==> src/rtl/core/hashed_timing_wheel_macros.svh <==
// Assertion macros shared by the timing wheel RTL.
// Depends on nothing; included by the top level only.
`ifndef HASHED_TIMING_WHEEL_MACROS_SVH
`define HASHED_TIMING_WHEEL_MACROS_SVH

// Same-cycle implication, checked outside reset.
`define HTW_ASSERT_IMPLY(label, clk, rst, ante, cons) \
   label: assert property (@(posedge clk) disable iff (rst) (ante) |-> (cons)) \
      else $error("timing wheel check failed");

// Next-cycle implication, checked outside reset.
`define HTW_ASSERT_NEXT(label, clk, rst, ante, cons) \
   label: assert property (@(posedge clk) disable iff (rst) (ante) |=> (cons)) \
      else $error("timing wheel check failed");

`endif

==> src/rtl/core/htw_pkg.sv <==
`timescale 1ns / 1ps
// Package for the hashed timing wheel: sizes, command codes, types and the
// arming arithmetic. Depends on nothing.
package htw_pkg;

   // Slot count must be a power of two: slots wrap by masking.
   localparam int SLOT_COUNT  = 1024;
   localparam int TIMER_COUNT = 32;
   localparam int SLOT_BITS   = $clog2(SLOT_COUNT);
   localparam int TIMER_IW    = (TIMER_COUNT > 1) ? $clog2(TIMER_COUNT) : 1;
   localparam int INDEX_W     = 5;
   localparam int DELAY_W     = 24;
   localparam int ROT_W       = 14;
   localparam int ROT_MAX     = (1 << ROT_W) - 1;
   localparam int QUEUE_DEPTH = 2;
   localparam int QPTR_W      = (QUEUE_DEPTH > 1) ? $clog2(QUEUE_DEPTH) : 1;
   localparam int QCNT_W      = $clog2(QUEUE_DEPTH + 1);

   localparam logic [1:0] OP_ADD    = 2'd0;
   localparam logic [1:0] OP_REMOVE = 2'd1;
   localparam logic [1:0] OP_ADJUST = 2'd2;
   localparam logic [1:0] OP_TICK   = 2'd3;

   typedef enum logic [1:0] {
      CMD_ARM,
      CMD_REMOVE,
      CMD_TICK
   } cmd_kind_type;

   typedef enum logic [1:0] {
      BK_IDLE,
      BK_SCAN,
      BK_FLUSH
   } back_state_type;

   typedef struct packed {
      cmd_kind_type          kind;
      logic [TIMER_IW-1:0]   idx;
      logic [DELAY_W-1:0]    delay;
      logic                  periodic;
   } cmd_type;

   typedef struct packed {
      logic [SLOT_BITS-1:0]  home;
      logic [ROT_W-1:0]      rot;
      logic [DELAY_W-1:0]    delay;
      logic                  periodic;
   } entry_type;

   typedef struct packed {
      logic [SLOT_BITS-1:0]  home;
      logic [ROT_W-1:0]      rot;
   } arm_type;

   typedef struct packed {
      logic                  busy;
      logic                  pend_valid;
   } bk_status_type;

   // Home slot and rotation count for a delay taken from the given slot.
   function automatic arm_type arm_calc(input logic [DELAY_W-1:0]   delay,
                                        input logic [SLOT_BITS-1:0] cur);
      arm_type              r;
      logic [DELAY_W-1:0]   sum;
      logic [DELAY_W-1:0]   rot_full;
      sum      = DELAY_W'(cur) + delay;
      rot_full = delay >> SLOT_BITS;
      r.home   = sum[SLOT_BITS-1:0];
      if (rot_full > DELAY_W'(ROT_MAX)) begin
         r.rot = ROT_W'(ROT_MAX);
      end else begin
         r.rot = rot_full[ROT_W-1:0];
      end
      return r;
   endfunction

endpackage

==> src/rtl/core/htw_ram.sv <==
`timescale 1ns / 1ps
// Generic single-write, single-read RAM with a registered read port.
// Depends on nothing.
module htw_ram #(
   parameter int WIDTH = 8,
   parameter int DEPTH = 32
) (
   input  logic                                      clock,
   input  logic                                      wr_en,
   input  logic [((DEPTH > 1) ? $clog2(DEPTH) : 1)-1:0] wr_addr,
   input  logic [WIDTH-1:0]                          wr_data,
   input  logic                                      rd_en,
   input  logic [((DEPTH > 1) ? $clog2(DEPTH) : 1)-1:0] rd_addr,
   output logic [WIDTH-1:0]                          rd_data
);

   logic [WIDTH-1:0] mem_ff [DEPTH];
   logic [WIDTH-1:0] rd_data_ff;

   always_ff @(posedge clock) begin
      if (wr_en) begin
         mem_ff[wr_addr] <= wr_data;
      end
      if (rd_en) begin
         rd_data_ff <= mem_ff[rd_addr];
      end
   end

   assign rd_data = rd_data_ff;

endmodule

==> src/rtl/core/htw_front.sv <==
`timescale 1ns / 1ps
// Front end of the timing wheel: accepts request words, decodes and
// classifies them into queue commands. Depends on htw_pkg.
module htw_front (
   input  logic                     clock,
   input  logic                     reset,
   input  logic                     req_valid,
   output logic                     req_stall,
   input  logic [1:0]               req_op,
   input  logic [4:0]               req_timer_index,
   input  logic [23:0]              req_timeout_ticks,
   input  logic                     req_periodic,
   input  logic                     q_full,
   output logic                     push,
   output htw_pkg::cmd_type         push_cmd
);
   import htw_pkg::*;

   logic    valid_ff, valid_in;
   cmd_type cmd_ff, cmd_in;
   cmd_type decoded;
   logic    keep;
   logic    accept;

   // Classify the word; commands naming a timer beyond the table are dropped.
   always_comb begin
      decoded.idx      = TIMER_IW'(req_timer_index);
      decoded.delay    = (req_timeout_ticks == '0) ? DELAY_W'(1) : req_timeout_ticks;
      decoded.periodic = req_periodic;
      unique case (req_op)
         OP_ADD, OP_ADJUST: decoded.kind = CMD_ARM;
         OP_REMOVE:         decoded.kind = CMD_REMOVE;
         OP_TICK:           decoded.kind = CMD_TICK;
         default:           decoded.kind = CMD_TICK;
      endcase
      keep = (req_op == OP_TICK) || (32'(req_timer_index) < TIMER_COUNT);
   end

   assign push      = valid_ff && !q_full;
   assign req_stall = valid_ff && q_full;
   assign accept    = req_valid && !req_stall;
   assign push_cmd  = cmd_ff;

   always_comb begin
      if (accept) begin
         valid_in = keep;
         cmd_in   = decoded;
      end else begin
         valid_in = valid_ff && !push;
         cmd_in   = cmd_ff;
      end
   end

   always_ff @(posedge clock) begin
      if (reset) begin
         valid_ff <= 1'b0;
      end else begin
         valid_ff <= valid_in;
      end
      cmd_ff <= cmd_in;
   end

endmodule

==> src/rtl/core/htw_queue.sv <==
`timescale 1ns / 1ps
// Short command queue between the front and back ends of the timing wheel.
// Depends on htw_pkg.
module htw_queue (
   input  logic                  clock,
   input  logic                  reset,
   input  logic                  push,
   input  htw_pkg::cmd_type      push_cmd,
   output logic                  full,
   input  logic                  pop,
   output logic                  valid,
   output htw_pkg::cmd_type      head
);
   import htw_pkg::*;

   cmd_type             slot_ff [QUEUE_DEPTH];
   logic [QPTR_W-1:0]   wr_ptr_ff, wr_ptr_in;
   logic [QPTR_W-1:0]   rd_ptr_ff, rd_ptr_in;
   logic [QCNT_W-1:0]   count_ff, count_in;

   assign full  = (count_ff == QCNT_W'(QUEUE_DEPTH));
   assign valid = (count_ff != '0);
   assign head  = slot_ff[rd_ptr_ff];

   always_comb begin
      wr_ptr_in = wr_ptr_ff;
      rd_ptr_in = rd_ptr_ff;
      count_in  = count_ff;
      if (push) begin
         wr_ptr_in = (wr_ptr_ff == QPTR_W'(QUEUE_DEPTH - 1)) ? '0 : wr_ptr_ff + 1'b1;
      end
      if (pop) begin
         rd_ptr_in = (rd_ptr_ff == QPTR_W'(QUEUE_DEPTH - 1)) ? '0 : rd_ptr_ff + 1'b1;
      end
      if (push && !pop) begin
         count_in = count_ff + 1'b1;
      end else if (pop && !push) begin
         count_in = count_ff - 1'b1;
      end
   end

   always_ff @(posedge clock) begin
      if (reset) begin
         wr_ptr_ff <= '0;
         rd_ptr_ff <= '0;
         count_ff  <= '0;
      end else begin
         wr_ptr_ff <= wr_ptr_in;
         rd_ptr_ff <= rd_ptr_in;
         count_ff  <= count_in;
      end
      if (push) begin
         slot_ff[wr_ptr_ff] <= push_cmd;
      end
   end

endmodule

==> src/rtl/core/htw_back.sv <==
`timescale 1ns / 1ps
// Back end of the timing wheel: executes queued commands, scans the timer
// table on a tick and drives the result words. Depends on htw_pkg, htw_ram.
module htw_back (
   input  logic                     clock,
   input  logic                     reset,
   input  logic                     q_valid,
   input  htw_pkg::cmd_type         q_cmd,
   output logic                     q_pop,
   output logic                     rsp_valid,
   input  logic                     rsp_stall,
   output logic [4:0]               rsp_fired_timer,
   output logic                     rsp_last,
   output htw_pkg::bk_status_type   status
);
   import htw_pkg::*;

   back_state_type             state_ff, state_in;
   logic [SLOT_BITS-1:0]       cur_ff, cur_in;
   logic [TIMER_COUNT-1:0]     armed_ff, armed_in;
   logic [TIMER_IW-1:0]        scan_ff, scan_in;
   logic [TIMER_IW-1:0]        pend_ff, pend_in;
   logic                       pend_valid_ff, pend_valid_in;
   logic                       rsp_valid_ff, rsp_valid_in;
   logic [TIMER_IW-1:0]        fired_ff, fired_in;
   logic                       last_ff, last_in;

   logic                       wr_en, rd_en;
   logic [TIMER_IW-1:0]        wr_addr, rd_addr;
   entry_type                  wr_entry, entry;
   logic [$bits(entry_type)-1:0] rd_data;

   arm_type                    cmd_arm, re_arm;
   logic                       out_free, scan_last, hit, fire, need_emit, step;

   htw_ram #(
      .WIDTH ($bits(entry_type)),
      .DEPTH (TIMER_COUNT)
   ) u_table (
      .clock   (clock),
      .wr_en   (wr_en),
      .wr_addr (wr_addr),
      .wr_data (wr_entry),
      .rd_en   (rd_en),
      .rd_addr (rd_addr),
      .rd_data (rd_data)
   );

   assign entry     = rd_data;
   assign out_free  = !rsp_valid_ff || !rsp_stall;
   assign scan_last = (scan_ff == TIMER_IW'(TIMER_COUNT - 1));
   assign hit       = armed_ff[scan_ff] && (entry.home == cur_ff);
   assign fire      = hit && (entry.rot == '0);
   assign need_emit = fire && pend_valid_ff;
   assign step      = !need_emit || out_free;
   assign cmd_arm   = arm_calc(q_cmd.delay, cur_ff);
   assign re_arm    = arm_calc(entry.delay, cur_ff);

   always_comb begin
      state_in = state_ff;
      unique case (state_ff)
         BK_IDLE: begin
            if (q_valid && (q_cmd.kind == CMD_TICK)) begin
               state_in = BK_SCAN;
            end
         end
         BK_SCAN: begin
            if (step && scan_last) begin
               state_in = BK_FLUSH;
            end
         end
         BK_FLUSH: begin
            if (!pend_valid_ff || out_free) begin
               state_in = BK_IDLE;
            end
         end
         default: state_in = BK_IDLE;
      endcase
   end

   always_comb begin
      q_pop         = 1'b0;
      wr_en         = 1'b0;
      wr_addr       = scan_ff;
      wr_entry      = entry;
      rd_en         = 1'b0;
      rd_addr       = '0;
      cur_in        = cur_ff;
      armed_in      = armed_ff;
      scan_in       = scan_ff;
      pend_in       = pend_ff;
      pend_valid_in = pend_valid_ff;
      rsp_valid_in  = rsp_valid_ff && rsp_stall;
      fired_in      = fired_ff;
      last_in       = last_ff;
      unique case (state_ff)
         BK_IDLE: begin
            if (q_valid) begin
               q_pop = 1'b1;
               unique case (q_cmd.kind)
                  CMD_ARM: begin
                     wr_en             = 1'b1;
                     wr_addr           = q_cmd.idx;
                     wr_entry.home     = cmd_arm.home;
                     wr_entry.rot      = cmd_arm.rot;
                     wr_entry.delay    = q_cmd.delay;
                     wr_entry.periodic = q_cmd.periodic;
                     armed_in[q_cmd.idx] = 1'b1;
                  end
                  CMD_REMOVE: begin
                     armed_in[q_cmd.idx] = 1'b0;
                  end
                  CMD_TICK: begin
                     rd_en         = 1'b1;
                     rd_addr       = '0;
                     scan_in       = '0;
                     pend_valid_in = 1'b0;
                  end
                  default: begin
                  end
               endcase
            end
         end
         BK_SCAN: begin
            if (step) begin
               if (hit) begin
                  wr_en = 1'b1;
                  if (!fire) begin
                     wr_entry.rot = entry.rot - 1'b1;
                  end else if (entry.periodic) begin
                     wr_entry.home = re_arm.home;
                     wr_entry.rot  = ((re_arm.home == cur_ff) && (re_arm.rot != '0)) ?
                                     re_arm.rot - 1'b1 : re_arm.rot;
                  end else begin
                     armed_in[scan_ff] = 1'b0;
                  end
               end
               if (fire) begin
                  pend_in       = scan_ff;
                  pend_valid_in = 1'b1;
               end
               if (need_emit) begin
                  rsp_valid_in = 1'b1;
                  fired_in     = pend_ff;
                  last_in      = 1'b0;
               end
               if (!scan_last) begin
                  rd_en   = 1'b1;
                  rd_addr = scan_ff + 1'b1;
                  scan_in = scan_ff + 1'b1;
               end
            end
         end
         BK_FLUSH: begin
            if (!pend_valid_ff || out_free) begin
               cur_in = cur_ff + 1'b1;
               if (pend_valid_ff) begin
                  rsp_valid_in  = 1'b1;
                  fired_in      = pend_ff;
                  last_in       = 1'b1;
                  pend_valid_in = 1'b0;
               end
            end
         end
         default: begin
         end
      endcase
   end

   always_ff @(posedge clock) begin
      if (reset) begin
         state_ff      <= BK_IDLE;
         cur_ff        <= '0;
         armed_ff      <= '0;
         pend_valid_ff <= 1'b0;
         rsp_valid_ff  <= 1'b0;
      end else begin
         state_ff      <= state_in;
         cur_ff        <= cur_in;
         armed_ff      <= armed_in;
         pend_valid_ff <= pend_valid_in;
         rsp_valid_ff  <= rsp_valid_in;
      end
      scan_ff  <= scan_in;
      pend_ff  <= pend_in;
      fired_ff <= fired_in;
      last_ff  <= last_in;
   end

   assign rsp_valid         = rsp_valid_ff;
   assign rsp_fired_timer   = INDEX_W'(fired_ff);
   assign rsp_last          = last_ff;
   assign status.busy       = (state_ff != BK_IDLE);
   assign status.pend_valid = pend_valid_ff;

endmodule

==> src/rtl/core/hashed_timing_wheel.sv <==
`timescale 1ns / 1ps
// Top level of the hashed timing wheel: front end, command queue and back end.
// Depends on htw_pkg, htw_front, htw_queue, htw_back and the macros header.
//
// Channel   Direction  Handshake            Word
// req_      in         req_valid/req_stall  op, timer_index, timeout_ticks, periodic
// rsp_      out        rsp_valid/rsp_stall  fired_timer, last
//
// An add, adjust or remove word is executed by the back end as it leaves the queue.
// A tick scans the whole timer table: the back end reads it one entry per cycle
// through the single read port of its RAM while the result channel does not hold the scan.
// Reset is synchronous; it disarms every timer and puts the slot pointer at zero.
// A stalled result channel holds the scan when a fired timer is found while the
// one before it is still waiting, and holds the end of a tick until the last
// fired timer can be loaded into the output register.
// The front end keeps taking words while the queue has room.

`include "hashed_timing_wheel_macros.svh"

module hashed_timing_wheel (
   input  logic         clock,
   input  logic         reset,
   input  logic         req_valid,
   output logic         req_stall,
   input  logic [1:0]   req_op,
   input  logic [4:0]   req_timer_index,
   input  logic [23:0]  req_timeout_ticks,
   input  logic         req_periodic,
   output logic         rsp_valid,
   input  logic         rsp_stall,
   output logic [4:0]   rsp_fired_timer,
   output logic         rsp_last
);
   import htw_pkg::*;

   // Classified commands travel from the front end into the queue.
   logic          push;
   cmd_type       push_cmd;
   logic          q_full;
   // The back end pops one command at a time from the queue head.
   logic          q_valid;
   logic          q_pop;
   cmd_type       q_head;
   bk_status_type bk_status;

   // Front end: registers each word and drops commands for absent timers.
   htw_front u_front (
      .clock             (clock),
      .reset             (reset),
      .req_valid         (req_valid),
      .req_stall         (req_stall),
      .req_op            (req_op),
      .req_timer_index   (req_timer_index),
      .req_timeout_ticks (req_timeout_ticks),
      .req_periodic      (req_periodic),
      .q_full            (q_full),
      .push              (push),
      .push_cmd          (push_cmd)
   );

   // Queue: lets the front end run on while the back end scans the table.
   htw_queue u_queue (
      .clock    (clock),
      .reset    (reset),
      .push     (push),
      .push_cmd (push_cmd),
      .full     (q_full),
      .pop      (q_pop),
      .valid    (q_valid),
      .head     (q_head)
   );

   // Back end: owns the slot pointer, the armed bits and the timer table.
   // Fired timers are held one behind the scan so that the last one of a
   // tick can be marked when the scan ends.
   htw_back u_back (
      .clock           (clock),
      .reset           (reset),
      .q_valid         (q_valid),
      .q_cmd           (q_head),
      .q_pop           (q_pop),
      .rsp_valid       (rsp_valid),
      .rsp_stall       (rsp_stall),
      .rsp_fired_timer (rsp_fired_timer),
      .rsp_last        (rsp_last),
      .status          (bk_status)
   );

   // The back end never pops an empty queue, and the front never pushes a full one.
   `HTW_ASSERT_IMPLY(a_pop_nonempty, clock, reset, q_pop, q_valid)
   `HTW_ASSERT_IMPLY(a_push_not_full, clock, reset, push, !q_full)
   // A held fired timer exists only while a tick is being worked.
   `HTW_ASSERT_IMPLY(a_pend_in_tick, clock, reset, bk_status.pend_valid, bk_status.busy)
   // Nothing is popped while the back end is in the middle of a tick.
   `HTW_ASSERT_IMPLY(a_no_pop_busy, clock, reset, bk_status.busy, !q_pop)
   // A tick taken from the queue starts a scan on the next cycle.
   `HTW_ASSERT_NEXT(a_tick_scans, clock, reset, q_pop && (q_head.kind == CMD_TICK), bk_status.busy)

endmodule
==> config.mk <==
export PLATFORM = sky130hd
export DESIGN_NAME = hashed_timing_wheel
export DESIGN_NICKNAME = d
export VERILOG_FILES = /design/src/rtl/core/htw_pkg.sv /design/src/rtl/core/htw_ram.sv /design/src/rtl/core/htw_front.sv /design/src/rtl/core/htw_queue.sv /design/src/rtl/core/htw_back.sv /design/src/rtl/core/hashed_timing_wheel.sv
export VERILOG_INCLUDE_DIRS = /design/src /design/src/rtl/core
export SDC_FILE = /design/constraint.sdc
export NUM_CORES = 2
export LEC_CHECK = 0
export BUFFER_PORTS_ARGS = -buffer_cell sky130_fd_sc_hd__buf_2
export CORE_MARGIN = 3
export CORE_UTILIZATION = 35
export DETAILED_ROUTE_END_ITERATION = 8
export HOLD_SLACK_MARGIN = 0.08
export PLACE_DENSITY = 0.59
export SLEW_MARGIN = 10
export SYNTH_ARGS = -nofsm -noshare
export SYNTH_HDL_FRONTEND = slang
export SYNTH_HIERARCHICAL = 1
export SYNTH_SLANG_ARGS = --single-unit
==> constraint.sdc <==
create_clock -name clock -period 15.2 [get_ports clock]
set_input_delay 0.76 -clock clock [delete_from_list [all_inputs] [get_ports clock]]
set_output_delay 0.76 -clock clock [all_outputs]
set_load 0.1 [all_outputs]
Word-level counts from Yosys, hierarchy flattened
Memory sizes are Yosys's and may differ from the RTL's. A register that Yosys moved wholly into a read port is not among the register bits.
Index checks and enable logic that the tools add are counted.
- memory bits (writable): 1632
- memory bits (read-only): 0
- memories kept: 2
- latch bits: 0
- bits in registers: 99
- memory list (memory ; depth ; bits a word ; rd ports ; clocked after memory_dff ; write ports ; line ; source):
    u_back.u_table.mem_ff ; 32 ; 49 ; 1 ; 1 ; 1 ; htw_ram.sv:17 ; logic [WIDTH-1:0] mem_ff [DEPTH];
    u_queue.slot_ff ; 2 ; 32 ; 1 ; 1 ; 1 ; htw_queue.sv:16 ; cmd_type slot_ff [QUEUE_DEPTH];
- equal/unequal tests: 24
- multiplexer cells: 85
- multiply operators: 0
- bitwise operators: 5
- shifts and indexed selects: 0
- add/subtract/negate cells: 10
- $lt $le $gt $ge: 6
- div/mod/pow operators: 0
- reduce and logical (&&, ||, !) cells: 45
- operator list (cell ; count):
    $mux W32 ; 5
    $pmux W32 S2 ; 2
    $mux W49 ; 2
    $mux W24 ; 3
    $mux W5 ; 14
    $and A32 B32 Y32 ; 2
    $not A32 Y32 ; 2
    $mux W14 ; 4
    $pmux W24 S2 ; 1
    $mux W1 ; 35
    $or A32 B32 Y32 ; 1
    $gt A14 B14 Y1 const B ; 2
    $sub A14 B1 Y14 const B ; 2
    $mux W25 ; 1
    $logic_not A24 Y1 ; 1
    $add A10 B10 Y10 ; 2
    $eq A10 B10 Y1 ; 2
    $ne A2 B1 Y1 const B ; 10
    $pmux W5 S2 ; 2
    $logic_and A1 B1 Y1 ; 15
    $logic_not A14 Y1 ; 1
    $reduce_bool A14 Y1 ; 1
    $lt A5 B6 Y1 const B ; 2
    $pmux W2 S3 ; 2
    28 further kinds ; 61

Longest topological paths before layout
- depth in word-level cells: 11
- depth in mapped cells: 18

Modules after synthesis
The synthesis kept the hierarchy.
- modules (own cells, without submodules) (module ; area each (µm²) ; seq. area each (µm²) ; times used ; cells an instance):
    htw_ram ; 62344.8 ; 48556.6 ; 1 ; 3434
    htw_back ; 6670.1 ; 1401.3 ; 1 ; 882
    htw_queue ; 2519.9 ; 2021.9 ; 1 ; 122
    htw_front ; 1167.4 ; 980.9 ; 1 ; 72

Least setup slack after synthesis
No wires, ideal clock.
- path kind: register -> register
- from: reg u_back.scan_ff[0]
- to: reg u_back.u_table.rd_data_ff[0], in the netlist u_back/u_table/rd_data[0], read port of u_back.u_table.mem_ff (enable)
- arrival time: 5.420 ns
- slack: 9.256 ns
- library setup time: 0.523 ns
- stages on the path, launching flop included: 10
- data required time: 14.677 ns
- period minus slack after synthesis: 5.944 ns
- path through: edfxtp_1 -> buf_4 -> mux4_2 -> a22oi_1 -> nand4_2 -> nand2_1 -> nor2_1 -> nand2_1 -> nand2b_1 -> o21ai_0
- word-level cells in the longest chain between the ends: 9
- elaborated cells on any way between the ends: 15
- those cells by class: 1 x add/sub; 1 x eq/ne; 8 x mux; 5 x reduce/logical
- ends and longest elaborated chain (what ; line ; source):
    from (decl) ; htw_back.sv:21 ; logic [TIMER_IW-1:0] scan_ff, scan_in;
    from (signal assigned) ; htw_back.sv:184 ; scan_ff <= scan_in;
    $bmux W1 S5 ; htw_back.sv:52 ; assign hit = armed_ff[scan_ff] && (entry.home == cur_ff);
    $mux W1 (not written as such) ; htw_back.sv:52 ;
    $logic_and A1 B1 Y1 ; htw_back.sv:52 ;
    $logic_and A1 B1 Y1 ; htw_back.sv:53 ; assign fire = hit && (entry.rot == '0);
    $logic_and A1 B1 Y1 ; htw_back.sv:54 ; assign need_emit = fire && pend_valid_ff;
    $logic_not A1 Y1 ; htw_back.sv:55 ; assign step = !need_emit || out_free;
    $logic_or A1 B1 Y1 ; htw_back.sv:55 ;
    $mux W1 (*) ; htw_back.sv:125 ; if (step) begin
    $pmux W1 S2 (*) ; htw_back.sv:96 ; unique case (state_ff)
    net u_back.rd_en ; htw_back.sv:28 ; logic wr_en, rd_en;
    to (decl) ; htw_ram.sv:18 ; logic [WIDTH-1:0] rd_data_ff;
Mark *: on every way through the listed nets, which the timed path passes. The rest lies on a longest branch. The select of a mux whose other input is x is not followed.
A chain may end at the register's enable or synchronous reset.

Worst setup path after layout
- from: reg u_back.scan_ff[0]
- to: reg u_back.u_table.rd_data_ff[39], in the netlist u_back/u_table/rd_data[39], read port of u_back.u_table.mem_ff, data pin
- word-level cells in the longest chain between the ends: 9
- elaborated cells on any way between the ends: 15
- those cells by class: 1 x add/sub; 1 x eq/ne; 8 x mux; 5 x reduce/logical
- ends and longest elaborated chain (what ; line ; source):
    $bmux W1 S5 ; htw_back.sv:52 ;
    $mux W1 (not written as such) ; htw_back.sv:52 ;
    $logic_and A1 B1 Y1 ; htw_back.sv:52 ;
    $logic_and A1 B1 Y1 ; htw_back.sv:53 ;
    $logic_and A1 B1 Y1 ; htw_back.sv:54 ;
    $logic_not A1 Y1 ; htw_back.sv:55 ;
    $logic_or A1 B1 Y1 ; htw_back.sv:55 ;
    $mux W5 (*) ; htw_back.sv:125 ;
    $mux W5 (*) ; n/a ;
    net u_back.rd_addr[0] ; htw_back.sv:29 ; logic [TIMER_IW-1:0] wr_addr, rd_addr;
Marked as above.

==> flow_summary.json <==
{
  "cap_viol_max_count": 0,
  "synthesis.area_um2": 72700,
  "cts_root_buf": "clkbuf_16",
  "clk-insertion-delay-late_ns": 0.82,
  "startpoint_type": "flip-flop",
  "maxSlewViolCount": 0,
  "syn_area_per_cell_um2": 16.1,
  "status": "completed",
  "ir_drop_uv": 122,
  "fin_nets": 4636,
  "p_int_mw": 9.22,
  "die-area_um2": 213000,
  "via_per_inst": 5.55,
  "final_core_util": 0.397,
  "skew_ns": 0.0368,
  "io-pin-count": 44,
  "htree_levels": 4,
  "crit_buf_inv": 3,
  "required_ns": 15.74,
  "gp_congestion": 0.858,
  "synthCells": 4509,
  "sw_frac_of_total": 0.283,
  "drc": 0,
  "grtUsageTotal": 0.183,
  "drive_above_1_share": 0.117,
  "cts_tree": "done",
  "crit_slowest_cell": "buf_4",
  "cts_buffers": 173,
  "mostFrequentLayoutCells": "edfxtp_1 (1729), mux2i_1 (786), nand2_1 (286), clkbuf_16 (175), a21oi_1 (173)",
  "crit_path_frequent_cell": "buf_4",
  "clock.fmax_mhz": 140,
  "vias": 41000,
  "worst-setup-path-type": "reg2reg",
  "std_cell_rows": 166,
  "post_drt_wl_per_cell_um": 26.9,
  "port_buffers": 43,
  "tightest_slew_ns": 1.25,
  "cts.sinks": 1781,
  "hold_path_class": "in2reg",
  "dr.pass1.iters": 6,
  "die_h_um": 462,
  "ys_warn_count": 6,
  "fin_crit_ns": 7.15,
  "coreArea_um2": 206000,
  "min-delay-start": "req_timeout_ticks[10]",
  "relSlewSlack": 0.167,
  "leakage_nw": 24.8,
  "drt_iter0_markers": 4564,
  "grt_first_pass_wirelength_um": 284000,
  "post_dp_cell_area_um2": 76000,
  "n_antenna_cell": 0,
  "die_width_um": 462,
  "finalInstanceArea_um2": 81700,
  "clk_path_buf_depth": 3,
  "grt_max_degree": 127,
  "rsz0062_at_grt": "false",
  "setup_viol": 0,
  "power_switching_mw": 3.64,
  "pwr-share-seq": 0.496,
  "worstPathCellList": "mux4_2 > a22oi_1 > nand4_2 > nand2_1 > nor2_1 > nand2_1 > nand2b_1 > nor3_2 > buf_4 > buf_4 > buf_4 > mux2i_1 > a22o_1 > nor3_1 > a31oi_1 > nand3_1",
  "slowest_delay_ns": 0.89,
  "power_per_cell_area_nw_per_um2": 157,
  "mostFrequentLayoutCell": "edfxtp_1",
  "p_comb_frac": 0.176,
  "overflow": 0,
  "ff2ff_setup_slack_ns": 8.05,
  "tns_ns": 0,
  "report.final.hold_viol_count": 0,
  "cp-startpoint": "u_back/scan_ff[0]",
  "pwr-share-clk": 0.328,
  "start_util": 0.354,
  "cp-end-kind": "flip-flop",
  "cpLargestDelayFamily": "buffers and inverters",
  "post-route-period-util": 0.470,
  "antenna_found_initial": 0,
  "syn2layout_area_growth_pct": 12.4,
  "path_max_fanout": 59,
  "clk_pin_slew_ns": 0.06,
  "ant_nets": 0,
  "grt_pass1_vias": 39100,
  "synth_nets": 4578,
  "routed_wl_um": 199000,
  "hpwl_um": 101000,
  "rr_startpoint": "u_back/scan_ff[0]",
  "crit_arrival_ns": 7.69
}
## power groups by stage
stage	Combinational (mW)	Sequential, mW	Clock (mW)
final	2.27	6.38	4.22
after global routing	2.43	6.39	4.50
after CTS	2.24	6.38	4.30
after detailed placement	2.24	6.48	0
after global placement	2.20	6.47	0
after floorplan	1.44	6.40	0
## area by class of cell
type	count	area, um^2
repair buffers	161	1180
inverters	32	120
fillers	18600	124000
clock inverters	107	977
multi-input cells	2418	18600
well taps	2688	3360
clock buffers	210	4570
flip-flops and latches	1781	53000
## final timing paths
path | end | cells after the start
worst max-delay path | u_back/u_table/rd_data[39] | 16
worst min-delay path | u_front/push_cmd[11] | 1
worst max register to register | u_back/u_table/rd_data[39] | 16
worst min register to register | u_back/rsp_fired_timer[2] | 0
## timing repair
| action | CTS | global route |
|---|---|---|
| hold endpoints to repair | 11 | 0 |
| resized for setup | 0 | 0 |
| buffers inserted | 0 | 0 |
| hold buffers | 11 | 0 |
| endpoints found under the setup margin | 0 | 0 |
## routing by layer
| metal | vias to the layer above | share of wire | global-route usage | routed length [um] |
|---|---|---|---|---|
| met5 | - | 0 | 0 | 0 |
| met4 | 0 | 0.025 | 0.0513 | 4980 |
| met2 | 1686 | 0.47 | 0.294 | 93400 |
| li1 | 17800 | - | - | - |
| met3 | 310 | 0.071 | 0.0254 | 14200 |
| met1 | 21200 | 0.43 | 0.259 | 86400 |
## sequential cells by signal, indices dropped and copies added, names as in the netlist, named ones only
| name | cells |
|---|---|
| u_queue/slot_ff | 64 |
| u_back/rsp_valid | 1 |
| u_queue/wr_ptr_ff | 1 |
| u_back/state_ff | 2 |
| u_back/pend_valid_ff | 1 |
| u_front/push_cmd | 32 |
| u_back/rsp_fired_timer | 5 |
| u_back/u_table/rd_data | 49 |
| u_front/valid_ff | 1 |
| u_back/cur_ff | 10 |
| u_back/pend_ff | 5 |
| u_back/u_table/mem_ff | 1568 |
| u_back/scan_ff | 5 |
| u_queue/count_ff | 2 |
| u_back/rsp_last | 1 |
| u_queue/rd_ptr_ff | 1 |
## stage by stage
stage          total power [mW]  std cells  hold slack [ns]  setup WS (ns)
4_1_cts                    12.9       7397           0.0811           8.07
6_report                   12.9       7397            0.154           8.05
3_5_place_dp               8.72       7069            0.418           8.09
3_3_place_gp               8.67       7069            0.418           8.27
2_1_floorplan              7.85       4509            0.400           9.26
5_1_grt                    13.3       7397            0.113           7.62
Power figures use the tool's default switching activity.
